<file path="config.mk">
export PLATFORM = sky130hd
export DESIGN_NAME = text_console_ansi_color
export DESIGN_NICKNAME = d
export VERILOG_FILES = /design/src/hdl/tca_pkg.sv /design/src/hdl/tca_core.sv /design/src/hdl/tca_outq.sv /design/src/hdl/text_console_ansi_color.sv
export SDC_FILE = /design/constraint.sdc
export NUM_CORES = 1
export LEC_CHECK = 0
export ABC_AREA = 0
export CAP_MARGIN = 20
export CORE_UTILIZATION = 35
export DETAILED_ROUTE_END_ITERATION = 16
export DONT_BUFFER_PORTS = 1
export PLACE_DENSITY = 0.51
export SLEW_MARGIN = 20
export SYNTH_ARGS = -nofsm -noshare
export SYNTH_HDL_FRONTEND = slang
export SYNTH_SLANG_ARGS = --single-unit
</file>
<file path="constraint.sdc">
create_clock -name aclk -period 5.8 [get_ports aclk]
set_input_delay 0.58 -clock aclk [delete_from_list [all_inputs] [get_ports aclk]]
set_output_delay 0.58 -clock aclk [all_outputs]
set_load 0.01 [all_outputs]
</file>
<file path="src/hdl/tca_pkg.sv">
// ----------------------------------------------------------------------------
// tca_pkg : shared types and constants for the ANSI colour text console
// Screen geometry, escape parser codes and the result transaction layout.
// ----------------------------------------------------------------------------
package tca_pkg;

    // Screen geometry
    localparam int COLUMNS  = 80;
    localparam int ROWS     = 25;
    localparam int TAB_STOP = 8;

    localparam int COL_W   = 7;
    localparam int ROW_W   = 5;
    localparam int IDX_W   = 11;
    localparam int CODE_W  = 10;

    // Character codes
    localparam logic [7:0] CHR_ESC   = 8'h1B;
    localparam logic [7:0] CHR_TAB   = 8'h09;
    localparam logic [7:0] CHR_LF    = 8'h0A;
    localparam logic [7:0] CHR_M     = 8'h6D;
    localparam logic [7:0] CHR_SEMI  = 8'h3B;
    localparam logic [7:0] CHR_BRACK = 8'h5B;
    localparam logic [7:0] CHR_ZERO  = 8'h30;
    localparam logic [7:0] CHR_NINE  = 8'h39;

    // SGR codes and attribute values
    localparam logic [7:0]        ATTR_DEFAULT = 8'h0F;
    localparam logic [CODE_W-1:0] CODE_RESET   = 10'd0;
    localparam logic [CODE_W-1:0] CODE_FG_LO   = 10'd30;
    localparam logic [CODE_W-1:0] CODE_FG_HI   = 10'd37;
    localparam logic [CODE_W-1:0] CODE_MAX     = 10'd999;
    localparam logic [CODE_W-1:0] CODE_INVALID = 10'd1023;

    // Result kinds
    localparam logic KIND_WRITE  = 1'b0;
    localparam logic KIND_SCROLL = 1'b1;

    // One result transaction
    typedef struct packed {
        logic             kind;
        logic [IDX_W-1:0] cell_index;
        logic [7:0]       glyph;
        logic [7:0]       attribute;
        logic             last;
    } res_t;

    // ANSI colour number to console foreground nibble
    function automatic logic [3:0] fg_of_ansi(input logic [2:0] colour);
        logic [3:0] fg;
        unique case (colour)
            3'd0:    fg = 4'h0;
            3'd1:    fg = 4'h4;
            3'd2:    fg = 4'h2;
            3'd3:    fg = 4'hE;
            3'd4:    fg = 4'h1;
            3'd5:    fg = 4'h5;
            3'd6:    fg = 4'h3;
            default: fg = 4'hF;
        endcase
        return fg;
    endfunction

    // Apply one SGR code to the attribute
    function automatic logic [7:0] apply_code(input logic [7:0] attr,
                                              input logic [CODE_W-1:0] code);
        logic [CODE_W-1:0] colour;
        logic [7:0]        res;
        colour = code - CODE_FG_LO;
        res    = attr;
        if (code == CODE_RESET) begin
            res = ATTR_DEFAULT;
        end else if (code >= CODE_FG_LO && code <= CODE_FG_HI) begin
            res = {attr[7:4], fg_of_ansi(colour[2:0])};
        end
        return res;
    endfunction

endpackage

</file>
<file path="src/hdl/tca_core.sv">
// ----------------------------------------------------------------------------
// tca_core : cursor, attribute and escape parser state
// Works out the results of one byte and updates the state when it is taken.
// ----------------------------------------------------------------------------
module tca_core
    import tca_pkg::*;
(
    input  logic       aclk,
    input  logic       aresetn,
    input  logic [7:0] byte_in,
    input  logic       step,
    output logic [1:0] res_count,
    output res_t       res0,
    output res_t       res1
);

    logic [COL_W-1:0]  col_reg,  col_next;
    logic [ROW_W-1:0]  row_reg,  row_next;
    logic [7:0]        attr_reg, attr_next;
    logic              esc_reg,  esc_next;
    logic [CODE_W-1:0] code_reg, code_next;

    // Per-byte decode
    always_comb begin
        logic [ROW_W-1:0]    nl_row;
        logic                nl_scroll;
        logic [7:0]          tab_x;
        logic                wrap;
        logic [COL_W-1:0]    wcol;
        logic [ROW_W-1:0]    wrow;
        logic [13:0]         acc;
        logic [3:0]          digit;
        res_t                scroll_res;
        res_t                write_res;

        col_next  = col_reg;
        row_next  = row_reg;
        attr_next = attr_reg;
        esc_next  = esc_reg;
        code_next = code_reg;
        res_count = 2'd0;
        res0      = '0;
        res1      = '0;

        // next line, with scroll on the last row
        nl_scroll = (row_reg >= ROW_W'(ROWS - 1));
        nl_row    = nl_scroll ? ROW_W'(ROWS - 1) : row_reg + ROW_W'(1);

        tab_x = 8'(((8'({1'b0, col_reg}) / 8'(TAB_STOP)) + 8'd1) * 8'(TAB_STOP));

        wrap = ({1'b0, col_reg} >= 8'(COLUMNS));
        wcol = wrap ? '0 : col_reg;
        wrow = wrap ? nl_row : row_reg;

        digit = 4'(byte_in - CHR_ZERO);
        acc   = 14'(code_reg) * 14'd10 + 14'(digit);

        scroll_res            = '0;
        scroll_res.kind       = KIND_SCROLL;
        scroll_res.last       = 1'b1;

        write_res             = '0;
        write_res.kind        = KIND_WRITE;
        write_res.cell_index  = IDX_W'(wcol) + IDX_W'(COLUMNS) * IDX_W'(wrow);
        write_res.glyph       = byte_in;
        write_res.attribute   = attr_reg;
        write_res.last        = 1'b1;

        if (esc_reg) begin
            // inside an SGR sequence
            if (byte_in == CHR_M || byte_in == CHR_SEMI) begin
                attr_next = apply_code(attr_reg, code_reg);
                code_next = '0;
                if (byte_in == CHR_M) begin
                    esc_next = 1'b0;
                end
            end else if (byte_in == CHR_BRACK) begin
                code_next = '0;
            end else if (byte_in >= CHR_ZERO && byte_in <= CHR_NINE
                         && code_reg <= CODE_MAX) begin
                code_next = (acc > 14'(CODE_MAX)) ? CODE_INVALID : acc[CODE_W-1:0];
            end else begin
                code_next = CODE_INVALID;
            end
        end else if (byte_in == CHR_ESC) begin
            esc_next = 1'b1;
        end else if (byte_in == CHR_TAB || byte_in == CHR_LF) begin
            if (byte_in == CHR_TAB && tab_x < 8'(COLUMNS)) begin
                col_next = tab_x[COL_W-1:0];
            end else begin
                col_next = '0;
                row_next = nl_row;
                if (nl_scroll) begin
                    res0      = scroll_res;
                    res_count = 2'd1;
                end
            end
        end else begin
            // printable: wrap first if the row is full
            row_next = wrow;
            col_next = wcol + COL_W'(1);
            if (wrap && nl_scroll) begin
                res0      = scroll_res;
                res0.last = 1'b0;
                res1      = write_res;
                res_count = 2'd2;
            end else begin
                res0      = write_res;
                res_count = 2'd1;
            end
        end
    end

    // State registers
    always_ff @(posedge aclk) begin
        if (!aresetn) begin
            col_reg  <= '0;
            row_reg  <= '0;
            attr_reg <= ATTR_DEFAULT;
            esc_reg  <= 1'b0;
            code_reg <= '0;
        end else if (step) begin
            col_reg  <= col_next;
            row_reg  <= row_next;
            attr_reg <= attr_next;
            esc_reg  <= esc_next;
            code_reg <= code_next;
        end
    end

endmodule

</file>
<file path="src/hdl/tca_outq.sv">
// ----------------------------------------------------------------------------
// tca_outq : two-entry result queue
// Takes up to two results per cycle and hands them out one per transaction.
// ----------------------------------------------------------------------------
module tca_outq
    import tca_pkg::*;
(
    input  logic       aclk,
    input  logic       aresetn,
    input  logic [1:0] push_count,
    input  res_t       push0,
    input  res_t       push1,
    output logic [1:0] free,
    output logic       out_valid,
    input  logic       out_ready,
    output res_t       out_res
);

    res_t       entry_reg [2];
    logic       rd_ptr_reg, rd_ptr_next;
    logic [1:0] count_reg,  count_next;
    logic       pop;
    logic       wr_ptr;

    assign out_valid = (count_reg != 2'd0);
    assign out_res   = entry_reg[rd_ptr_reg];
    assign pop       = out_valid && out_ready;
    assign free      = 2'(3'd2 - 3'(count_reg) + 3'(pop));
    assign wr_ptr    = rd_ptr_reg ^ count_reg[0];

    // Pointer and fill level
    always_comb begin
        rd_ptr_next = rd_ptr_reg ^ pop;
        count_next  = 2'(3'(count_reg) + 3'(push_count) - 3'(pop));
    end

    always_ff @(posedge aclk) begin
        if (!aresetn) begin
            rd_ptr_reg <= 1'b0;
            count_reg  <= 2'd0;
        end else begin
            rd_ptr_reg <= rd_ptr_next;
            count_reg  <= count_next;
        end
    end

    // Result storage
    always_ff @(posedge aclk) begin
        if (push_count != 2'd0) begin
            entry_reg[wr_ptr] <= push0;
        end
        if (push_count == 2'd2) begin
            entry_reg[~wr_ptr] <= push1;
        end
    end

endmodule

</file>
<file path="src/hdl/text_console_ansi_color.sv">
// ----------------------------------------------------------------------------
// text_console_ansi_color : 80x25 text console with ANSI SGR colour escapes
// Turns a byte stream into cell write and scroll commands.
// ----------------------------------------------------------------------------
// One byte is taken per clock cycle while the queue has room for the held
// byte's results. A byte passes through an input register, is decoded against
// the cursor and attribute state combinationally, and its results land in a
// two-entry output queue, so the first result is offered on the output once it
// has passed the input register and the queue. Most bytes give zero or one
// result and flow at one per cycle while m_ready is high; a printable byte
// that wraps on the last row gives a scroll and a write, which leave over two
// output transactions, the output port moving one result per cycle while
// m_ready is high. Escape bytes and tabs that stay on the row give no result.
module text_console_ansi_color
    import tca_pkg::*;
(
    input  logic             aclk,
    input  logic             aresetn,
    input  logic             s_valid,
    output logic             s_ready,
    input  logic [7:0]       s_byte_in,
    output logic             m_valid,
    input  logic             m_ready,
    output logic             m_kind,
    output logic [IDX_W-1:0] m_cell_index,
    output logic [7:0]       m_glyph,
    output logic [7:0]       m_attribute,
    output logic             m_last
);

    logic       in_valid_reg, in_valid_next;
    logic [7:0] in_byte_reg;
    logic [1:0] res_count;
    logic [1:0] push_count;
    logic [1:0] free;
    logic       step;
    res_t       res0, res1, out_res;

    // The held byte moves on once the queue has room for all its results
    assign step       = in_valid_reg && (res_count <= free);
    assign push_count = step ? res_count : 2'd0;
    assign s_ready    = !in_valid_reg || step;

    // Input register
    assign in_valid_next = (s_valid && s_ready) || (in_valid_reg && !step);

    always_ff @(posedge aclk) begin
        if (!aresetn) begin
            in_valid_reg <= 1'b0;
        end else begin
            in_valid_reg <= in_valid_next;
        end
    end

    always_ff @(posedge aclk) begin
        if (s_valid && s_ready) begin
            in_byte_reg <= s_byte_in;
        end
    end

    tca_core u_core (
        .aclk      (aclk),
        .aresetn   (aresetn),
        .byte_in   (in_byte_reg),
        .step      (step),
        .res_count (res_count),
        .res0      (res0),
        .res1      (res1)
    );

    tca_outq u_outq (
        .aclk       (aclk),
        .aresetn    (aresetn),
        .push_count (push_count),
        .push0      (res0),
        .push1      (res1),
        .free       (free),
        .out_valid  (m_valid),
        .out_ready  (m_ready),
        .out_res    (out_res)
    );

    assign m_kind       = out_res.kind;
    assign m_cell_index = out_res.cell_index;
    assign m_glyph      = out_res.glyph;
    assign m_attribute  = out_res.attribute;
    assign m_last       = out_res.last;

endmodule

</file>
==> flow_summary.json <==
{
  "wl_per_cell_um": 15.5,
  "critPathMaxStageDelay_ns": 0.55,
  "overflow": 0,
  "cts-root-buf": "clkbuf_16",
  "drc": 0,
  "post-cts-setup-buffers": 0,
  "nets": 605,
  "antenna_found_initial": 1,
  "cts_htree_levels": 3,
  "start_util_pct": 36.2,
  "syn_to_final_growth_pct": 9.06,
  "seq_area_frac_synth_pct": 43.7,
  "core_um2": 15300,
  "cap_violations": 0,
  "vdd_drop_max_uv": 147,
  "fin_skew_ns": 0.00497,
  "fin_hold_ws_ns": 0.300,
  "die_w_um": 128,
  "first_global_vias": 3901,
  "relSlewSlack_pct": 42.7,
  "final-setup-viol-count": 0,
  "cts_tree": "yes",
  "drv_slew": 0,
  "power.density_nw_per_um2": 335,
  "syn_area_um2": 5540,
  "grt_pass1_wl_mm": 19.8,
  "cts_buffers": 9,
  "seq_area_um2": 2420,
  "crit_chain": "nand2b_1, nor4_4, nor3_2, a211oi_4, nand2_1, ha_1, nand2_1, o21ai_1, and3_1, nand2_1, inv_1, ha_1, xor2_1, xnor2_1, xnor2_1, nor2_1",
  "critical_path.most_common_cell": "nand2_1",
  "clockBufferDepth": 2,
  "hold_buffers": 0,
  "drt-total-wl_mm": 12.0,
  "max_freq_mhz": 247,
  "synth_edf_count": 58,
  "hold_path_depth": 1,
  "via_count": 3941,
  "multiInputGateArea_um2": 2930,
  "path_clk_slew_ns": 0.06,
  "start_kind": "register",
  "setup_tns_ns": 0,
  "status": "finished clean",
  "synthArstFlopShare_pct": 0,
  "grt_max_degree": 28,
  "final_area_um2": 6040,
  "worstPathArrival_ns": 4.27,
  "fin_cells": 770,
  "r2r_slack_ns": 1.74,
  "ioPinCount": 43,
  "p_int_mw": 1.36,
  "pwr-share-comb_pct": 28.3,
  "final_common_cell": "edfxtp_1",
  "layout_common_cells": "edfxtp_1, nor2_1, nand2_1",
  "timing.rr.start": "in_byte_reg[2]$_DFFE_PP_",
  "numClockSinks": 92,
  "fill_cells": 1515,
  "dp_slack_ns": 1.75,
  "gp_congestion": 0.825,
  "endpoint_kind": "register",
  "routed_via_density": 5.12,
  "layout_min_cycle_time_ns": 4.06,
  "final_hold_viol_count": 0,
  "hold_end": "u_core.attr_reg[3]$_SDFFE_PN1P_",
  "r2r_end": "u_outq.count_reg[1]$_SDFF_PN0_",
  "cp_num_buf_inv": 1,
  "min-delay-start": "aresetn",
  "p_total_mw": 2.02,
  "yosys_register_bits": 92,
  "port_buffers": 0,
  "swShare_pct": 32.9,
  "postLayoutCoreUtil_pct": 39.4,
  "cpLargestDelayFamily": "simple AND/OR/NAND/NOR gates",
  "cellLeakagePower_nw": 2.32,
  "power.switching_mw": 0.666,
  "slowest_stage": "and3_1",
  "crit_type": "register to register",
  "ys_types": 60,
  "yosysWarnings": 0,
  "die_height_um": 128,
  "dp_cells": 753,
  "synth_flop_cell": "edfxtp_1",
  "pwr-share-seq_pct": 43.1,
  "post_synth_inst_count": 558,
  "rsz0062_at_grt": "false",
  "critical_path_peak_fanout": 15,
  "timing.final.ws_setup_ns": 1.74,
  "cts_resized": 0,
  "drive_above_1_share_pct": 10.6,
  "clk_latency_ns": 0.34,
  "worst_pin_slew_ns": 0.853,
  "drtIter0Drc": 231,
  "row_count": 45,
  "dpl.hpwl_mm": 8.82,
  "dr.pass1.iters": 4,
  "dieArea_um2": 16300,
  "synth.avg_cell_area_um2": 9.93,
  "period_share_pct": 69.9,
  "postRouteAntennaNets": 0,
  "grt_use_total_pct": 15.7,
  "placed_area_um2": 5750,
  "largest_reg_flops": 52,
  "min-delay-path-class": "input port to register",
  "required_ns": 6.02,
  "reg2reg_depth": 16,
  "clkPwrFrac_pct": 28.6
}
## per-layer routing
layer | global-route usage, % | wire [µm]
met3 | 2.88 | 466
met1 | 20.5 | 5780
met4 | 7.06 | 287
met2 | 25.3 | 5420
met5 | 0 | 0
## worst max path at each step
stage / startpoint / end / cells after the start / slack, ns
6_report: in_byte_reg[2]$_DFFE_PP_ / u_outq.count_reg[1]$_SDFF_PN0_ / 16 / 1.74
5_1_grt: in_byte_reg[2]$_DFFE_PP_ / u_outq.count_reg[1]$_SDFF_PN0_ / 16 / 1.31
4_1_cts: in_byte_reg[2]$_DFFE_PP_ / u_outq.count_reg[1]$_SDFF_PN0_ / 16 / 1.72
3_5_place_dp: in_byte_reg[2]$_DFFE_PP_ / u_outq.entry_reg[0][26]$_DFFE_PP_ / 12 / 1.75
3_3_place_gp: in_byte_reg[5]$_DFFE_PP_ / u_outq.entry_reg[1][26]$_DFFE_PP_ / 12 / 1.87
2_1_floorplan: in_byte_reg[5]$_DFFE_PP_ / u_outq.entry_reg[0][0]$_DFFE_PP_ / 12 / 1.54
## cell type report
cell class / instances / area share, %
diodes: 1 / 0.0414
flip-flops and latches: 92 / 40.1
multi-input cells: 420 / 48.6
well taps: 211 / 4.37
inverters: 26 / 1.62
repair buffers: 4 / 0.497
clock inverters: 7 / 1.10
clock buffers: 9 / 3.73
## power by group through the flow
stage                     clock network [mW]  logic (mW)  registers, mW
final                                  0.578       0.573          0.873
after floorplan                            0       0.467          0.873
after CTS                              0.589       0.586          0.874
after detailed placement                   0       0.582          0.888
after global routing                   0.614       0.634          0.886
after global placement                     0       0.575          0.884
## cells by family (layout without fill, tap and decap cells)
logic type,Yosys count,after routing,share of synthesized area (%)
muxes,33,33,6.55
DFF,92,92,43.7
and+or+nand+nor,206,206,19.2
xor gates and xnor gates,30,30,4.74
adders and majority gates,40,40,9.58
other,1,3,0.0677
AOI/OAI and AO/OA,109,109,12.6
buffers and inverters,47,46,3.52
## synthesized netlist by cell type (all sizes together), types with 8 or more instances
cell    instances  area, µm²
dfxtp          34        681
edfxtp         58       1740
nor2b           8       50.1
nand2          44        165
ha             36        450
mux2           26        293
inv            25       93.8
a21oi          25        133
xnor2          18        158
xor2           12        105
clkbuf         15       56.3
nor3           14       75.1
nor2           54        203
nand3          15       75.1
and2           32        200
o21ai          36        180
No activity file was read; power rests on OpenSTA's default activity.
